## config.mk

```make
export PLATFORM = sky130hd
export DESIGN_NAME = geometric_weighted_position_smoother
export DESIGN_NICKNAME = d
export VERILOG_FILES = /design/src/rtl/gwps_pkg.sv /design/src/rtl/gwps_hist.sv /design/src/rtl/gwps_mac.sv /design/src/rtl/gwps_div.sv /design/src/rtl/geometric_weighted_position_smoother.sv
export SDC_FILE = /design/constraint.sdc
export NUM_CORES = 2
export LEC_CHECK = 0
export BUFFER_PORTS_ARGS = -buffer_cell sky130_fd_sc_hd__buf_2
export CELL_PAD_IN_SITES_DETAIL_PLACEMENT = 1
export CELL_PAD_IN_SITES_GLOBAL_PLACEMENT = 2
export CORE_MARGIN = 2
export CORE_UTILIZATION = 36
export CTS_BUF_LIST = sky130_fd_sc_hd__clkbuf_8 sky130_fd_sc_hd__clkbuf_16
export DETAILED_ROUTE_END_ITERATION = 10
export HOLD_SLACK_MARGIN = 0.15
export PLACE_DENSITY_LB_ADDON = 0.1
export SYNTH_ARGS = -nofsm -noshare
export SYNTH_HDL_FRONTEND = slang
export SYNTH_SLANG_ARGS = --single-unit
```

## constraint.sdc

```tcl
create_clock -name clock -period 8.7 [get_ports clock]
set_clock_uncertainty 0.05 [all_clocks]
set_input_delay 1.74 -clock clock [delete_from_list [all_inputs] [get_ports clock]]
set_output_delay 1.74 -clock clock [all_outputs]
set_load 0.02 [all_outputs]
```

## src/rtl/gwps_pkg.sv

```systemverilog
`timescale 1ns / 1ps
// ----------------------------------------------------------------------------
// gwps_pkg
// Shared widths, codes and control types of the geometric weighted position
// smoother.
// ----------------------------------------------------------------------------
package gwps_pkg;

   // Default sizing
   localparam int MAX_LEVEL_DEF        = 16;
   localparam int WEIGHT_FRAC_BITS_DEF = 16;

   // Field widths
   localparam int POS_W      = 16;
   localparam int MODE_W     = 2;
   localparam int LEVEL_W    = 5;
   localparam int MULT_W     = 17;
   localparam int FILTER_W   = 17;
   localparam int CSR_IDX_W  = 2;
   localparam int CSR_DATA_W = 17;
   localparam int QUO_W      = 16;          // average magnitude fits 16 bits
   localparam int DIFF_W     = POS_W + 1;   // position difference
   localparam int MUL_FRAC_BITS = 16;       // ratio is Q1.16

   // Register reset values
   localparam logic [LEVEL_W-1:0]  LEVEL_RESET  = 5'd8;
   localparam logic [MULT_W-1:0]   MULT_RESET   = 17'd49152;
   localparam logic [FILTER_W-1:0] FILTER_RESET = 17'd2;
   localparam logic [MULT_W-1:0]   MULT_ONE     = 17'd65536;

   // Register indexes
   localparam logic [CSR_IDX_W-1:0] CSR_LEVEL      = 2'd0;
   localparam logic [CSR_IDX_W-1:0] CSR_MULTIPLIER = 2'd1;
   localparam logic [CSR_IDX_W-1:0] CSR_FILTER     = 2'd2;

   // Input kinds
   localparam logic [MODE_W-1:0] MODE_BYPASS  = 2'd0;
   localparam logic [MODE_W-1:0] MODE_TOUCH   = 2'd1;
   localparam logic [MODE_W-1:0] MODE_RELEASE = 2'd2;

   // Multiply-accumulate operations
   localparam logic [1:0] MAC_NOP   = 2'd0;
   localparam logic [1:0] MAC_MUL_X = 2'd1;   // weight * x, add weight to sum
   localparam logic [1:0] MAC_MUL_Y = 2'd2;   // weight * y, accumulate x term
   localparam logic [1:0] MAC_MUL_W = 2'd3;   // weight * ratio, accumulate y term

   // History line operations
   localparam logic [1:0] HIST_HOLD   = 2'd0;
   localparam logic [1:0] HIST_FILL   = 2'd1;
   localparam logic [1:0] HIST_PUSH   = 2'd2;
   localparam logic [1:0] HIST_ROTATE = 2'd3;

   typedef struct packed {
      logic       clear;
      logic       first;
      logic [1:0] op;
   } mac_ctrl_type;

   typedef struct packed {
      logic [1:0] op;
   } hist_ctrl_type;

endpackage

```

## src/rtl/gwps_hist.sv

```systemverilog
`timescale 1ns / 1ps
// ----------------------------------------------------------------------------
// gwps_hist
// Position history line: hold, fill, push at the head, or rotate so that each
// entry passes the head once per full turn.
// ----------------------------------------------------------------------------
module gwps_hist #(
   parameter int MAX_LEVEL = gwps_pkg::MAX_LEVEL_DEF
) (
   input  logic                              clock,
   input  logic                              reset,
   input  gwps_pkg::hist_ctrl_type           ctrl,
   input  logic signed [gwps_pkg::POS_W-1:0] in_x,
   input  logic signed [gwps_pkg::POS_W-1:0] in_y,
   output logic signed [gwps_pkg::POS_W-1:0] head_x,
   output logic signed [gwps_pkg::POS_W-1:0] head_y
);

   logic signed [gwps_pkg::POS_W-1:0] hx_ff [MAX_LEVEL];
   logic signed [gwps_pkg::POS_W-1:0] hy_ff [MAX_LEVEL];
   logic signed [gwps_pkg::POS_W-1:0] hx_in [MAX_LEVEL];
   logic signed [gwps_pkg::POS_W-1:0] hy_in [MAX_LEVEL];

   // Next line contents
   always_comb begin
      for (int i = 0; i < MAX_LEVEL; i++) begin
         case (ctrl.op)
            gwps_pkg::HIST_FILL: begin
               hx_in[i] = in_x;
               hy_in[i] = in_y;
            end
            gwps_pkg::HIST_PUSH: begin
               hx_in[i] = (i == 0) ? in_x : hx_ff[(i + MAX_LEVEL - 1) % MAX_LEVEL];
               hy_in[i] = (i == 0) ? in_y : hy_ff[(i + MAX_LEVEL - 1) % MAX_LEVEL];
            end
            gwps_pkg::HIST_ROTATE: begin
               hx_in[i] = hx_ff[(i + 1) % MAX_LEVEL];
               hy_in[i] = hy_ff[(i + 1) % MAX_LEVEL];
            end
            default: begin
               hx_in[i] = hx_ff[i];
               hy_in[i] = hy_ff[i];
            end
         endcase
      end
   end

   always_ff @(posedge clock) begin
      if (reset) begin
         for (int i = 0; i < MAX_LEVEL; i++) begin
            hx_ff[i] <= '0;
            hy_ff[i] <= '0;
         end
      end else begin
         for (int i = 0; i < MAX_LEVEL; i++) begin
            hx_ff[i] <= hx_in[i];
            hy_ff[i] <= hy_in[i];
         end
      end
   end

   assign head_x = hx_ff[0];
   assign head_y = hy_ff[0];

endmodule

```

## src/rtl/gwps_mac.sv

```systemverilog
`timescale 1ns / 1ps
// ----------------------------------------------------------------------------
// gwps_mac
// Shared multiplier with accumulators: weighted x and y sums, the weight sum,
// and the geometric weight chain, one multiplication per cycle.
// ----------------------------------------------------------------------------
module gwps_mac #(
   parameter int WEIGHT_FRAC_BITS = gwps_pkg::WEIGHT_FRAC_BITS_DEF,
   parameter int WS_W             = 21,
   parameter int AW               = 37
) (
   input  logic                               clock,
   input  logic                               reset,
   input  gwps_pkg::mac_ctrl_type             ctrl,
   input  logic signed [gwps_pkg::POS_W-1:0]  head_x,
   input  logic signed [gwps_pkg::POS_W-1:0]  head_y,
   input  logic        [gwps_pkg::MULT_W-1:0] mult,
   output logic signed [AW-1:0]               acc_x,
   output logic signed [AW-1:0]               acc_y,
   output logic        [WS_W-1:0]             wsum
);

   localparam int W_W = WEIGHT_FRAC_BITS + 1;
   localparam int B_W = gwps_pkg::MULT_W + 1;
   localparam int PW  = W_W + 1 + B_W;
   localparam logic [W_W-1:0] W_ONE = {1'b1, {WEIGHT_FRAC_BITS{1'b0}}};

   logic signed [PW-1:0]  prod_ff, prod_in;
   logic        [W_W-1:0] w_ff, w_in;
   logic signed [AW-1:0]  acc_x_ff, acc_x_in;
   logic signed [AW-1:0]  acc_y_ff, acc_y_in;
   logic        [WS_W-1:0] ws_ff, ws_in;
   logic        [W_W-1:0] w_cur;
   logic        [W_W-1:0] op_a;
   logic signed [B_W-1:0] op_b;

   // Weight of this entry: 1.0 at the head, else the previous ratio product
   assign w_cur = ctrl.first ? W_ONE : prod_ff[gwps_pkg::MUL_FRAC_BITS +: W_W];

   // Operand selection
   always_comb begin
      op_a = (ctrl.op == gwps_pkg::MAC_MUL_X) ? w_cur : w_ff;
      case (ctrl.op)
         gwps_pkg::MAC_MUL_X: op_b = B_W'(head_x);
         gwps_pkg::MAC_MUL_Y: op_b = B_W'(head_y);
         gwps_pkg::MAC_MUL_W: op_b = $signed({1'b0, mult});
         default:             op_b = '0;
      endcase
      prod_in = $signed({1'b0, op_a}) * op_b;
   end

   // Accumulate the product of the previous cycle
   always_comb begin
      acc_x_in = acc_x_ff;
      acc_y_in = acc_y_ff;
      ws_in    = ws_ff;
      w_in     = w_ff;
      if (ctrl.clear) begin
         acc_x_in = '0;
         acc_y_in = '0;
         ws_in    = '0;
      end else begin
         case (ctrl.op)
            gwps_pkg::MAC_MUL_X: begin
               ws_in = ws_ff + WS_W'(w_cur);
               w_in  = w_cur;
            end
            gwps_pkg::MAC_MUL_Y: acc_x_in = acc_x_ff + AW'(prod_ff);
            gwps_pkg::MAC_MUL_W: acc_y_in = acc_y_ff + AW'(prod_ff);
            default: ;
         endcase
      end
   end

   always_ff @(posedge clock) begin
      if (reset) begin
         acc_x_ff <= '0;
         acc_y_ff <= '0;
         ws_ff    <= '0;
      end else begin
         acc_x_ff <= acc_x_in;
         acc_y_ff <= acc_y_in;
         ws_ff    <= ws_in;
      end
   end

   always_ff @(posedge clock) begin
      w_ff <= w_in;
      if (ctrl.op != gwps_pkg::MAC_NOP) begin
         prod_ff <= prod_in;
      end
   end

   assign acc_x = acc_x_ff;
   assign acc_y = acc_y_ff;
   assign wsum  = ws_ff;

endmodule

```

## src/rtl/gwps_div.sv

```systemverilog
`timescale 1ns / 1ps
// ----------------------------------------------------------------------------
// gwps_div
// Restoring divider, one quotient bit per cycle. Signed dividend, positive
// divisor, quotient truncated toward zero.
// ----------------------------------------------------------------------------
module gwps_div #(
   parameter int WS_W = 21,
   parameter int AW   = 37
) (
   input  logic                              clock,
   input  logic                              reset,
   input  logic                              start,
   input  logic signed [AW-1:0]              dividend,
   input  logic        [WS_W-1:0]            divisor,
   output logic                              done,
   output logic signed [gwps_pkg::QUO_W-1:0] quotient
);

   localparam int QW  = gwps_pkg::QUO_W;
   localparam int CNW = $clog2(QW);

   logic            busy_ff, busy_in;
   logic            done_ff, done_in;
   logic [CNW-1:0]  cnt_ff, cnt_in;
   logic [WS_W-1:0] rem_ff, rem_in;
   logic [QW-1:0]   low_ff, low_in;
   logic [QW-1:0]   quo_ff, quo_in;
   logic            neg_ff, neg_in;
   logic [WS_W-1:0] dvs_ff, dvs_in;
   logic [AW-1:0]   mag;
   logic [WS_W:0]   trial;
   logic [WS_W:0]   diff;
   logic            ge;

   assign mag   = dividend[AW-1] ? $unsigned(-dividend) : $unsigned(dividend);
   assign trial = {rem_ff, low_ff[QW-1]};
   assign ge    = trial >= {1'b0, dvs_ff};
   assign diff  = trial - {1'b0, dvs_ff};

   // Load, then shift one dividend bit in per cycle
   always_comb begin
      busy_in = busy_ff;
      done_in = 1'b0;
      cnt_in  = cnt_ff;
      rem_in  = rem_ff;
      low_in  = low_ff;
      quo_in  = quo_ff;
      neg_in  = neg_ff;
      dvs_in  = dvs_ff;
      if (start) begin
         busy_in = 1'b1;
         cnt_in  = CNW'(QW - 1);
         rem_in  = mag[QW +: WS_W];
         low_in  = mag[QW-1:0];
         quo_in  = '0;
         neg_in  = dividend[AW-1];
         dvs_in  = divisor;
      end else if (busy_ff) begin
         rem_in = ge ? diff[WS_W-1:0] : trial[WS_W-1:0];
         low_in = {low_ff[QW-2:0], 1'b0};
         quo_in = {quo_ff[QW-2:0], ge};
         cnt_in = cnt_ff - 1'b1;
         if (cnt_ff == '0) begin
            busy_in = 1'b0;
            done_in = 1'b1;
         end
      end
   end

   always_ff @(posedge clock) begin
      if (reset) begin
         busy_ff <= 1'b0;
         done_ff <= 1'b0;
      end else begin
         busy_ff <= busy_in;
         done_ff <= done_in;
      end
   end

   always_ff @(posedge clock) begin
      cnt_ff <= cnt_in;
      rem_ff <= rem_in;
      low_ff <= low_in;
      quo_ff <= quo_in;
      neg_ff <= neg_in;
      dvs_ff <= dvs_in;
   end

   assign done     = done_ff;
   assign quotient = neg_ff ? $signed(-quo_ff) : $signed(quo_ff);

`ifndef SYNTHESIS
   a_no_restart: assert property (@(posedge clock) disable iff (reset)
      start |-> !busy_ff)
      else $error("divider started while busy");

   a_rem_bound: assert property (@(posedge clock) disable iff (reset)
      busy_ff |-> (rem_ff < dvs_ff))
      else $error("partial remainder not below divisor");
`endif

endmodule

```

## src/rtl/geometric_weighted_position_smoother.sv

```systemverilog
`timescale 1ns / 1ps
// Sequence after an accepted request: bypass goes straight to the output state; touch
//   and release walk the entries of the used level on the shared multiplier (three
//   multiplications per entry), finish the history turn, then divide each axis in the bit-serial divider.
// Requests are taken only in the idle state; a held response stalls the next output.
// Reset: synchronous, active high; registers take their reset values and the
//   history and last position clear to zero.
// ----------------------------------------------------------------------------
// geometric_weighted_position_smoother
// Touch-pad position smoother: geometrically weighted window average, with
// distance filter, release handling and bypass.
// ----------------------------------------------------------------------------
module geometric_weighted_position_smoother #(
   parameter int MAX_LEVEL        = gwps_pkg::MAX_LEVEL_DEF,
   parameter int WEIGHT_FRAC_BITS = gwps_pkg::WEIGHT_FRAC_BITS_DEF
) (
   input  logic                               clock,
   input  logic                               reset,
   // request channel
   input  logic                               req_tvalid,
   output logic                               req_tready,
   input  logic [31:0]                        req_tdata,   // pos_x, pos_y
   input  logic [gwps_pkg::MODE_W-1:0]        req_tuser,   // mode
   // response channel
   output logic                               rsp_tvalid,
   input  logic                               rsp_tready,
   output logic [31:0]                        rsp_tdata,   // out_x, out_y
   // register writes
   input  logic                               csr_we,
   input  logic [gwps_pkg::CSR_IDX_W-1:0]     csr_index,
   input  logic [gwps_pkg::CSR_DATA_W-1:0]    csr_wdata
);

   localparam int POS_W = gwps_pkg::POS_W;
   localparam int DW    = gwps_pkg::DIFF_W;
   localparam int W_W   = WEIGHT_FRAC_BITS + 1;
   localparam int PW    = W_W + 1 + gwps_pkg::MULT_W + 1;
   localparam int WS_W  = WEIGHT_FRAC_BITS + $clog2(MAX_LEVEL) + 1;
   localparam int AW    = (PW > WS_W + gwps_pkg::QUO_W) ? PW : WS_W + gwps_pkg::QUO_W;
   localparam int CW    = $clog2(MAX_LEVEL + 1);

   // Sequencer states
   localparam logic [3:0] S_IDLE       = 4'd0;
   localparam logic [3:0] S_WALK       = 4'd1;
   localparam logic [3:0] S_SKIP       = 4'd2;
   localparam logic [3:0] S_DIVX_START = 4'd3;
   localparam logic [3:0] S_DIVX_WAIT  = 4'd4;
   localparam logic [3:0] S_DIVY_START = 4'd5;
   localparam logic [3:0] S_DIVY_WAIT  = 4'd6;
   localparam logic [3:0] S_DIFF       = 4'd7;
   localparam logic [3:0] S_DIST       = 4'd8;
   localparam logic [3:0] S_OUT        = 4'd9;

   // Walk phases per entry
   localparam logic [1:0] PH_X = 2'd0;
   localparam logic [1:0] PH_Y = 2'd1;
   localparam logic [1:0] PH_W = 2'd2;

   logic [3:0]                        state_ff, state_in;
   logic [1:0]                        phase_ff, phase_in;
   logic [CW-1:0]                     k_ff, k_in;
   logic [gwps_pkg::MODE_W-1:0]       mode_ff, mode_in;
   logic [gwps_pkg::LEVEL_W-1:0]      level_ff, level_in;
   logic [gwps_pkg::MULT_W-1:0]       mult_ff, mult_in;
   logic [gwps_pkg::FILTER_W-1:0]     filter_ff, filter_in;
   logic signed [POS_W-1:0]           last_x_ff, last_x_in;
   logic signed [POS_W-1:0]           last_y_ff, last_y_in;
   logic                              emit_ff, emit_in;
   logic                              rsp_valid_ff, rsp_valid_in;
   logic [31:0]                       rsp_data_ff, rsp_data_in;
   logic signed [POS_W-1:0]           ax_ff, ax_in;
   logic signed [POS_W-1:0]           ay_ff, ay_in;
   logic signed [POS_W-1:0]           res_x_ff, res_x_in;
   logic signed [POS_W-1:0]           res_y_ff, res_y_in;
   logic signed [DW-1:0]              dx_ff, dx_in;
   logic signed [DW-1:0]              dy_ff, dy_in;

   logic                              accept;
   logic [gwps_pkg::MODE_W-1:0]       req_mode;
   logic signed [POS_W-1:0]           req_x;
   logic signed [POS_W-1:0]           req_y;
   logic [CW-1:0]                     n_used;
   logic [CW-1:0]                     n_last;
   logic [gwps_pkg::MULT_W-1:0]       mult_sat;
   logic [DW-1:0]                     abs_x;
   logic [DW-1:0]                     abs_y;
   logic [DW:0]                       distance;

   gwps_pkg::mac_ctrl_type            mac_ctrl;
   gwps_pkg::hist_ctrl_type           hist_ctrl;
   logic signed [POS_W-1:0]           head_x;
   logic signed [POS_W-1:0]           head_y;
   logic signed [AW-1:0]              acc_x;
   logic signed [AW-1:0]              acc_y;
   logic [WS_W-1:0]                   wsum;
   logic                              div_start;
   logic signed [AW-1:0]              div_dividend;
   logic                              div_done;
   logic signed [gwps_pkg::QUO_W-1:0] div_quo;

   assign req_mode = req_tuser;
   assign req_x    = $signed(req_tdata[POS_W-1:0]);
   assign req_y    = $signed(req_tdata[2*POS_W-1:POS_W]);
   assign accept   = req_tvalid && req_tready;

   // Level clamp and ratio saturation
   always_comb begin
      if (level_ff == '0) begin
         n_used = CW'(1);
      end else if (32'(level_ff) > MAX_LEVEL) begin
         n_used = CW'(MAX_LEVEL);
      end else begin
         n_used = CW'(level_ff);
      end
      n_last   = n_used - 1'b1;
      mult_sat = (mult_ff > gwps_pkg::MULT_ONE) ? gwps_pkg::MULT_ONE : mult_ff;
   end

   // Manhattan distance to the previous average
   assign abs_x    = dx_ff[DW-1] ? $unsigned(-dx_ff) : $unsigned(dx_ff);
   assign abs_y    = dy_ff[DW-1] ? $unsigned(-dy_ff) : $unsigned(dy_ff);
   assign distance = (DW+1)'(abs_x) + (DW+1)'(abs_y);

   assign div_dividend = (state_ff == S_DIVY_START) ? acc_y : acc_x;

   // Sequencer
   always_comb begin
      state_in     = state_ff;
      phase_in     = phase_ff;
      k_in         = k_ff;
      mode_in      = mode_ff;
      level_in     = level_ff;
      mult_in      = mult_ff;
      filter_in    = filter_ff;
      last_x_in    = last_x_ff;
      last_y_in    = last_y_ff;
      emit_in      = emit_ff;
      rsp_valid_in = rsp_valid_ff;
      rsp_data_in  = rsp_data_ff;
      ax_in        = ax_ff;
      ay_in        = ay_ff;
      res_x_in     = res_x_ff;
      res_y_in     = res_y_ff;
      dx_in        = dx_ff;
      dy_in        = dy_ff;
      mac_ctrl     = '{clear: 1'b0, first: 1'b0, op: gwps_pkg::MAC_NOP};
      hist_ctrl    = '{op: gwps_pkg::HIST_HOLD};
      div_start    = 1'b0;

      // register writes
      if (csr_we) begin
         case (csr_index)
            gwps_pkg::CSR_LEVEL:      level_in  = csr_wdata[gwps_pkg::LEVEL_W-1:0];
            gwps_pkg::CSR_MULTIPLIER: mult_in   = csr_wdata[gwps_pkg::MULT_W-1:0];
            gwps_pkg::CSR_FILTER:     filter_in = csr_wdata[gwps_pkg::FILTER_W-1:0];
            default: ;
         endcase
      end

      // response taken
      if (rsp_valid_ff && rsp_tready) begin
         rsp_valid_in = 1'b0;
      end

      case (state_ff)
         S_IDLE: begin
            if (accept) begin
               mode_in = req_mode;
               case (req_mode)
                  gwps_pkg::MODE_BYPASS: begin
                     res_x_in = req_x;
                     res_y_in = req_y;
                     emit_in  = 1'b1;
                     state_in = S_OUT;
                  end
                  gwps_pkg::MODE_TOUCH: begin
                     hist_ctrl.op = (last_x_ff == '0 && last_y_ff == '0) ?
                                    gwps_pkg::HIST_FILL : gwps_pkg::HIST_PUSH;
                     mac_ctrl.clear = 1'b1;
                     k_in     = '0;
                     phase_in = PH_X;
                     state_in = S_WALK;
                  end
                  gwps_pkg::MODE_RELEASE: begin
                     mac_ctrl.clear = 1'b1;
                     k_in     = '0;
                     phase_in = PH_X;
                     state_in = S_WALK;
                  end
                  default: ;
               endcase
            end
         end

         // three multiplications per averaged entry
         S_WALK: begin
            case (phase_ff)
               PH_X: begin
                  mac_ctrl.op    = gwps_pkg::MAC_MUL_X;
                  mac_ctrl.first = (k_ff == '0);
                  phase_in       = PH_Y;
               end
               PH_Y: begin
                  mac_ctrl.op = gwps_pkg::MAC_MUL_Y;
                  phase_in    = PH_W;
               end
               PH_W: begin
                  mac_ctrl.op  = gwps_pkg::MAC_MUL_W;
                  hist_ctrl.op = gwps_pkg::HIST_ROTATE;
                  k_in         = k_ff + 1'b1;
                  phase_in     = PH_X;
                  if (k_ff == n_last) begin
                     state_in = (n_used == CW'(MAX_LEVEL)) ? S_DIVX_START : S_SKIP;
                  end
               end
               default: phase_in = PH_X;
            endcase
         end

         // finish the turn so the history is back in order
         S_SKIP: begin
            hist_ctrl.op = gwps_pkg::HIST_ROTATE;
            k_in         = k_ff + 1'b1;
            if (k_ff == CW'(MAX_LEVEL - 1)) begin
               state_in = S_DIVX_START;
            end
         end

         S_DIVX_START: begin
            div_start = 1'b1;
            state_in  = S_DIVX_WAIT;
         end

         S_DIVX_WAIT: begin
            if (div_done) begin
               ax_in    = div_quo;
               state_in = S_DIVY_START;
            end
         end

         S_DIVY_START: begin
            div_start = 1'b1;
            state_in  = S_DIVY_WAIT;
         end

         S_DIVY_WAIT: begin
            if (div_done) begin
               ay_in = div_quo;
               if (mode_ff == gwps_pkg::MODE_RELEASE) begin
                  res_x_in  = ax_ff;
                  res_y_in  = div_quo;
                  emit_in   = 1'b1;
                  last_x_in = '0;
                  last_y_in = '0;
                  state_in  = S_OUT;
               end else begin
                  state_in = S_DIFF;
               end
            end
         end

         S_DIFF: begin
            dx_in    = DW'(last_x_ff) - DW'(ax_ff);
            dy_in    = DW'(last_y_ff) - DW'(ay_ff);
            state_in = S_DIST;
         end

         S_DIST: begin
            emit_in   = distance > (DW+1)'(filter_ff);
            res_x_in  = ax_ff;
            res_y_in  = ay_ff;
            last_x_in = ax_ff;
            last_y_in = ay_ff;
            state_in  = S_OUT;
         end

         // hand the result to the output register once it is free, or drop it if filtered
         S_OUT: begin
            if (!emit_ff) begin
               state_in = S_IDLE;
            end else if (!rsp_valid_ff || rsp_tready) begin
               rsp_valid_in = 1'b1;
               rsp_data_in  = {res_y_ff, res_x_ff};
               state_in     = S_IDLE;
            end
         end

         default: state_in = S_IDLE;
      endcase
   end

   always_ff @(posedge clock) begin
      if (reset) begin
         state_ff     <= S_IDLE;
         phase_ff     <= PH_X;
         k_ff         <= '0;
         mode_ff      <= gwps_pkg::MODE_BYPASS;
         level_ff     <= gwps_pkg::LEVEL_RESET;
         mult_ff      <= gwps_pkg::MULT_RESET;
         filter_ff    <= gwps_pkg::FILTER_RESET;
         last_x_ff    <= '0;
         last_y_ff    <= '0;
         emit_ff      <= 1'b0;
         rsp_valid_ff <= 1'b0;
      end else begin
         state_ff     <= state_in;
         phase_ff     <= phase_in;
         k_ff         <= k_in;
         mode_ff      <= mode_in;
         level_ff     <= level_in;
         mult_ff      <= mult_in;
         filter_ff    <= filter_in;
         last_x_ff    <= last_x_in;
         last_y_ff    <= last_y_in;
         emit_ff      <= emit_in;
         rsp_valid_ff <= rsp_valid_in;
      end
   end

   always_ff @(posedge clock) begin
      rsp_data_ff <= rsp_data_in;
      ax_ff       <= ax_in;
      ay_ff       <= ay_in;
      res_x_ff    <= res_x_in;
      res_y_ff    <= res_y_in;
      dx_ff       <= dx_in;
      dy_ff       <= dy_in;
   end

   gwps_hist #(
      .MAX_LEVEL (MAX_LEVEL)
   ) u_hist (
      .clock  (clock),
      .reset  (reset),
      .ctrl   (hist_ctrl),
      .in_x   (req_x),
      .in_y   (req_y),
      .head_x (head_x),
      .head_y (head_y)
   );

   gwps_mac #(
      .WEIGHT_FRAC_BITS (WEIGHT_FRAC_BITS),
      .WS_W             (WS_W),
      .AW               (AW)
   ) u_mac (
      .clock  (clock),
      .reset  (reset),
      .ctrl   (mac_ctrl),
      .head_x (head_x),
      .head_y (head_y),
      .mult   (mult_sat),
      .acc_x  (acc_x),
      .acc_y  (acc_y),
      .wsum   (wsum)
   );

   gwps_div #(
      .WS_W (WS_W),
      .AW   (AW)
   ) u_div (
      .clock    (clock),
      .reset    (reset),
      .start    (div_start),
      .dividend (div_dividend),
      .divisor  (wsum),
      .done     (div_done),
      .quotient (div_quo)
   );

   assign req_tready = (state_ff == S_IDLE);
   assign rsp_tvalid = rsp_valid_ff;
   assign rsp_tdata  = rsp_data_ff;

`ifndef SYNTHESIS
   a_walk_start: assert property (@(posedge clock) disable iff (reset)
      (accept && (req_mode == gwps_pkg::MODE_TOUCH || req_mode == gwps_pkg::MODE_RELEASE))
      |=> (state_ff == S_WALK && k_ff == '0))
      else $error("touch or release did not start the window walk");

   a_full_turn: assert property (@(posedge clock) disable iff (reset)
      (state_ff == S_DIVX_START) |-> (k_ff == CW'(MAX_LEVEL)))
      else $error("history not rotated a full turn before division");

   a_rsp_source: assert property (@(posedge clock) disable iff (reset)
      $rose(rsp_valid_ff) |-> ($past(state_ff) == S_OUT))
      else $error("response raised outside the output state");
`endif

endmodule
```

**After elaboration in Yosys (flattened, before gate mapping)**

Memory sizes are Yosys's and may differ from the RTL's.
Cells that the tools add are included.

- Add/subtract/negate cells: 14
- Eq/ne operators: 36
- Order comparisons: 4
- Reduce and logical (&&, ||, !) cells: 37
- Muxes and demuxes: 142
- Multiply operators: 1
- Bitwise logic cells: 33

Operators by type and width:

| operator | count |
|---|---|
| $pmux 16 s3 | 32 |
| $mux 16 | 45 |
| $pmux 16 s2 | 4 |
| $mux 17 | 5 |
| $add 37x36->37 | 2 |
| $mux 37 | 2 |
| $mux 21 | 3 |
| $pmux 18 s3 | 1 |
| $pmux 4 s10 | 1 |
| $neg 37->37 | 1 |
| $mul 18x18->36 | 1 |
| $mux 4 | 9 |
| $neg 17->17 | 2 |
| $sub 16x16->17 | 2 |
| $logic_not 16->1 | 2 |
| $or 1x1->1 | 32 |
| $mux 5 | 5 |
| $ge 22x21->1 | 1 |
| $add 21x17->21 | 1 |
| $mux 1 | 21 |
| $sub 21x21->21 | 1 |
| $add 17x17->18 | 1 |
| $gt 18x17->1 | 1 |
| $gt 17x17->1 const B | 1 |
| other kinds (41) | 91 |

- Register bits: 445
- Logic and storage cells: 300
- Memory bits (writable): 512
- Memories kept: 2
- Input bits: 58

Memory list:

| name | depth | bits a word | rd ports | clocked after Yosys merged registers in | wr ports | line | RTL |
|---|---|---|---|---|---|---|---|
| u_hist.hx_ff | 16 | 16 | 16 | 0 | 16 | gwps_hist.sv:19 | `logic signed [gwps_pkg::POS_W-1:0] hx_ff [MAX_LEVEL];` |
| u_hist.hy_ff | 16 | 16 | 16 | 0 | 16 | gwps_hist.sv:20 | `logic signed [gwps_pkg::POS_W-1:0] hy_ff [MAX_LEVEL];` |

**Longest topological paths before layout**

- Depth after elaboration: 10
- Gate-level depth with buffers: 34

**Modules after synthesis**

Synthesis repeated with hierarchy kept, for this count alone.

- Cell total of the unflattened synthesis: 6645
- Area, all modules: 61755.5 um^2

Modules (own cells, without submodules):

| module | instances | area an instance (um^2) | sequential area each (um^2) | cells each |
|---|---|---|---|---|
| gwps_hist | 1 | 24402.2 | 10249.8 | 2496 |
| gwps_mac | 1 | 20101.8 | 3493.4 | 2374 |
| geometric_weighted_position_smoother | 1 | 11878.9 | 5625.4 | 1200 |
| gwps_div | 1 | 5372.7 | 2212.1 | 575 |

**Least setup slack after synthesis**

No wires, ideal clock.

- Path kind: register to register
- Start: reg state_ff[0]
- End: reg u_mac.prod_ff[34], data pin
- Cell stages (with the launch flop): 32
- Arrival: 7.863 ns
- Required time: 8.393 ns
- Setup time: 0.257 ns
- Period minus slack after synthesis: 8.170 ns
- Setup slack: 0.530 ns
- Cell sequence: dfxtp_1 > clkbuf_1 > nor2b_1 > nand2_1 > or3_1 > clkbuf_1 > clkbuf_1 > o21a_1 > clkbuf_1 > inv_1 > clkbuf_1 > nand2_1 > fa_1 > fa_1 > fa_1 > fa_1 > inv_1 > fa_1 > inv_1 > fa_1 > inv_1 > ha_1 > and2_1 > a221oi_1 > o221ai_1 > nor4_1 > nor3b_1 > o21a_1 > o21ai_0 > a21oi_1 > a211o_1 > xor2_1

- Longest elaborated chain between the ends: 5

RTL lines:

| element | line | RTL |
|---|---|---|
| start, declared | geometric_weighted_position_smoother.sv:59 | `logic [3:0] state_ff, state_in;` |
| start signal, assigned | geometric_weighted_position_smoother.sv:306 | `state_ff <= state_in;` |
| $eq 4x1->1 (*) | geometric_weighted_position_smoother.sv:165 | `case (state_ff)` |
| $mux 3 (*) | geometric_weighted_position_smoother.sv:165 |  |
| $eq 2x1->1 / $mux 17 (equally long branches) | gwps_mac.sv:42, gwps_mac.sv:38 |  |
| $mux 17 (*) | -- |  |
| named net u_mac.op_a[10] | gwps_mac.sv:34 | `logic [W_W-1:0] op_a;` |
| $mul 18x18->36 (*) | gwps_mac.sv:49 | `prod_in = $signed({1'b0, op_a}) * op_b;` |
| named net u_mac.prod_in[34] | gwps_mac.sv:28 | `logic signed [PW-1:0] prod_ff, prod_in;` |
| end signal, assigned | gwps_mac.sv:90 | `prod_ff <= prod_in;` |
| end, declared | gwps_mac.sv:28 |  |

Mark *: on every way through the listed nets, which the timed path passes. The rest lies on a longest branch.
A chain may end at the register's enable or synchronous reset.

**Final worst setup path**

- Start: reg mult_ff[8] (netlist name)
- End: reg u_mac.prod_ff[34], data pin

- Longest elaborated chain between the ends: 4

RTL lines:

| element | line | RTL |
|---|---|---|
| start, declared | geometric_weighted_position_smoother.sv:64 | `logic [gwps_pkg::MULT_W-1:0] mult_ff, mult_in;` |
| start signal, assigned | geometric_weighted_position_smoother.sv:299 | `mult_ff <= gwps_pkg::MULT_RESET;` |
| start signal, assigned | geometric_weighted_position_smoother.sv:311 | `mult_ff <= mult_in;` |
| $gt 17x17->1 | geometric_weighted_position_smoother.sv:116 | `mult_sat = (mult_ff > gwps_pkg::MULT_ONE) ? gwps_pkg::MULT_ONE : mult_ff;` |
| $mux 17 (*) | geometric_weighted_position_smoother.sv:116 |  |
| $pmux 18 s3 (*) | gwps_mac.sv:43 | `case (ctrl.op)` |
| $mul 18x18->36 (*) | gwps_mac.sv:49 |  |
| named net u_mac.prod_in[34] | gwps_mac.sv:28 |  |

Marked as above.

==> out/summary.log <==
INFO  status         run_status=completed
INFO  placement      dpl.hpwl=142,000um
INFO  die            fp.dieArea=166,000squm
INFO  cts            cts_buffers=117
INFO  timing         achievable-frequency=119MHz
INFO  drt            wl_per_cell=21.8um
INFO  yosys          yosysUniqueCellTypes=82
INFO  die            floorplan.initialDensity=0.361
INFO  yosys          yosys.area_share.simple=0.203
INFO  global_route   gr-total-overflow=0
INFO  yosys          synth_mux_area_frac=0.0127
INFO  global_route   globalRouteTotalUtil=0.233
INFO  timing         setup_tns=0ns
INFO  die            row_count=148
INFO  worst_setup_path ff2ff_setup_slack=0.31ns
INFO  cts            buffer_levels_on_the_longest_clock_path=3
INFO  yosys          synth_top_family_by_area=simple AND/OR/NAND/NOR gates
INFO  timing         worst_slew_pin_slew=1.33ns
INFO  drt            viasPerCell=5.55
INFO  finish         post-route-util=0.405
INFO  cts            ctsHoldBuffers=0
INFO  drt            drt_first_pass_iters=5
INFO  finish         ratio_of_cells_with_drive_above_1_in_the_final_layout=0.0761
INFO  worst_setup_path critical_path.endpoint=u_mac.prod_ff[34]
INFO  cts            cts_sinks=957
INFO  placement      i_o_buffers=91
INFO  global_route   antenna_violations_before_repair=21
INFO  placement      globalplace.congestion=0.856
INFO  timing         setup_violations=0
INFO  worst_setup_path critical-path-max-stage-delay=0.57ns
INFO  finish         multiInputGateArea=33,800squm
INFO  worst_setup_path worstPathArrival=8.81ns
INFO  finish         post_layout_net_count=7,410
INFO  yosys          number_of_synthesized_flops_with_an_enable_pin=242
INFO  worst_setup_path worst-r2r-cell-count=30
INFO  die            chipWidth=407um
INFO  worst_setup_path r2r-end=u_mac.prod_ff[34]
INFO  yosys          synth_compound_area_frac=0.169
INFO  drt            wirelength=198,000um
INFO  timing         timing.max_slew.rel_slack=0.113
INFO  worst_setup_path crit_slowest_cell=sky130_fd_sc_hd__fa_1
INFO  cts            clock_tree.root_cell=sky130_fd_sc_hd__clkbuf_16
INFO  yosys          synthesis.nets=7,480
INFO  timing         timing.final.crit_period=8.39ns
INFO  job            maxCapViolCount=0
INFO  finish         register_area=21,600squm
INFO  die            floorplan.core_area=162,000squm
INFO  yosys          async_flop_share=0
INFO  global_route   grt_first_pass_wirelength=310,000um
INFO  worst_setup_path critPathLaunch=mult_ff[8]
INFO  power          pwr_density_cell=366nW/um^2
INFO  yosys          synth-seq-area-share=0.369
INFO  yosys          yosys.area_share.adder=0.153
INFO  timing         slew_viol_final=0
INFO  power          power_leakage=0.0261uW
INFO  finish         synthToLayoutAreaGrowth=12.1%
INFO  worst_setup_path path_max_fanout=17
INFO  finish         n_fill_cell=19.0k
INFO  timing         timing.final.crit_share=0.964
INFO  yosys          postSynthCellCount=6,856
INFO  hold_path      worstHoldPathType=flop to flop
INFO  cts            clk_latency=0.77ns
INFO  drt            vias=50.3k
INFO  yosys          synth.yosys.warnings=0
INFO  yosys          postSynthRegisterBits=957
INFO  drt            drc=0
INFO  cts            cts_tree=built
INFO  cts            path_clk_slew=0.06ns
INFO  yosys          netlist_area=58,600squm
INFO  global_route   number_of_global_route_vias_before_repair=51.4k
INFO  worst_setup_path setup.worst_path.end_class=flop
INFO  drt            first_iter_violations=3,258
INFO  power          max-vdd-ir-drop=0.000676V
INFO  yosys          synth-xor-area-share=0.0357
INFO  die            num_io_pins=92
INFO  yosys          synth_area_per_cell=8.54squm
INFO  worst_setup_path r2r-start=mult_ff[8]
INFO  yosys          commonest_register_cell_after_synthesis=sky130_fd_sc_hd__dfxtp_1
INFO  die            chip_height=407um
INFO  worst_setup_path timing.setup.critical_path_class=flop to flop
INFO  cts            cts-htree-levels=3
INFO  worst_setup_path critical-path-top-cell-by-count=sky130_fd_sc_hd__fa_1
INFO  worst_setup_path critPathRequiredTime=9.11ns
INFO  timing         finalHoldViolCount=0
INFO  worst_setup_path timing.critical_path.from_type=flop
INFO  global_route   largest_net_degree_at_the_start_of_global_routing=210
INFO  drt            drt.antenna.violating_nets=0
## worst min path at each step
stage,from,to,slack [ns],cells after the start
2_1_floorplan,res_x_ff[0],rsp_tdata[0],0.35,0
3_3_place_gp,res_x_ff[0],rsp_tdata[0],0.35,0
3_5_place_dp,res_x_ff[0],rsp_tdata[0],0.36,0
4_1_cts,res_x_ff[10],rsp_tdata[10],0.37,0
5_1_grt,res_y_ff[8],rsp_tdata[24],0.37,0
6_report,res_x_ff[10],rsp_tdata[10],0.37,0
## critical path: cells and delay by family, from the launching register on
family	cells	cell delay (ns)
compound gates	9	1.77
simple gates	5	1.47
xor+xnor	1	0.14
buf+inv	8	1.19
flops	1	0.33
fa+ha+maj	7	3.11
## logic make-up after synthesis
group	count (synthesis)
AOI/OAI and AO/OA	1371
muxes	73
DFF	957
and+or+nand+nor	2747
buffers and inverters	903
xor gates and xnor gates	239
adders and majority gates	566
## flip-flops by register name, indices dropped and copies added, names as in the netlist, 32 cells and up
register       count
u_hist.hy_ff     256
u_mac.acc_x       37
u_mac.prod_ff     36
rsp_tdata         32
u_hist.hx_ff     256
u_mac.acc_y       37
## cells in the mapped netlist, drive strengths merged (73+ instances only)
cell	instances	area, sq um
a311oi	279	2440
nor3	317	1590
inv	448	1680
xor2	73	639
xnor2	166	1450
ha	319	3990
o21ai	158	791
clkbuf	406	1520
nand3	309	1550
fa	247	4940
nor2	909	3410
nand2	945	3550
dfxtp	715	14300
a21o	82	616
edfxtp	242	7270
a21oi	314	1570
a221oi	234	2050
## through the flow
step	setup WS (ns)	cells	power [uW]	hold WS, ns	cell area, sq um
global route	-0.0268	9061	25800	0.374	65600
global placement	-0.0433	8836	18800	0.353	61500
CTS	0.00852	9052	24200	0.370	65500
detailed placement	-0.101	8836	19000	0.356	61500
floorplan	0.530	6856	14900	0.350	58600
finish	0.309	9066	24000	0.367	65600
## layout make-up
cell class	count	share of cell area
diodes	8	0.000305
flip-flops and latches	957	0.329
clock buffers	142	0.0505
multi-input cells	4996	0.515
inverters	459	0.0264
repair buffers	255	0.0277
clock inverters	74	0.0103
well taps	2175	0.0415
## placed cells by master (no fill, tap or decap), types with 23 or more instances in the layout
cell                        synthesis  final
sky130_fd_sc_hd__buf_2             19     90
sky130_fd_sc_hd__ha_1             319    319
sky130_fd_sc_hd__xnor2_1          166    166
sky130_fd_sc_hd__clkbuf_16          0    121
sky130_fd_sc_hd__a221oi_1         234    234
sky130_fd_sc_hd__nor2b_1           37     36
sky130_fd_sc_hd__or3_1             31     30
sky130_fd_sc_hd__a311oi_1         279    279
sky130_fd_sc_hd__fa_1             247    247
sky130_fd_sc_hd__a211oi_1          26     26
sky130_fd_sc_hd__and3_1            35     33
sky130_fd_sc_hd__mux2i_1           67     66
sky130_fd_sc_hd__xor2_1            73     73
sky130_fd_sc_hd__nand3_1          309    308
sky130_fd_sc_hd__a21oi_1          314    314
sky130_fd_sc_hd__inv_1            448    472
sky130_fd_sc_hd__o31ai_1           23     23
sky130_fd_sc_hd__o21ai_0          155    153
sky130_fd_sc_hd__nand2_1          945    937
sky130_fd_sc_hd__nand2b_1          48     46
sky130_fd_sc_hd__a22oi_1           61     60
sky130_fd_sc_hd__o21a_1            42     40
sky130_fd_sc_hd__a21o_1            82     82
sky130_fd_sc_hd__buf_4              0    153
sky130_fd_sc_hd__dfxtp_1          715    715
sky130_fd_sc_hd__nor2_1           909    901
sky130_fd_sc_hd__nor3_1           316    314
sky130_fd_sc_hd__edfxtp_1         242    242
sky130_fd_sc_hd__nand4_1           24     24
## where the power goes
part	switching [uW]	internal, uW
Sequential	1210	6190
Combinational	7990	3600
Clock	2110	2910
## metal layers
metal | GRT usage | up-vias | share of wire
met5 | 0 | - | 0.00046
met4 | 0.0537 | 12 | 0.020
met3 | 0.0268 | 201 | 0.041
met2 | 0.364 | 713 | 0.44
met1 | 0.344 | 25438 | 0.50
li1 | - | 23978 | -
## repair_timing
| item | CTS | global route |
|---|---|---|
| resized for setup | 10 | 11 |
| pin swaps | 0 | 1 |
| buffers inserted | 0 | 5 |
| cloned | 0 | 1 |
| setup endpoints to repair | 3 | 4 |
Power figures use the tool's default switching activity.
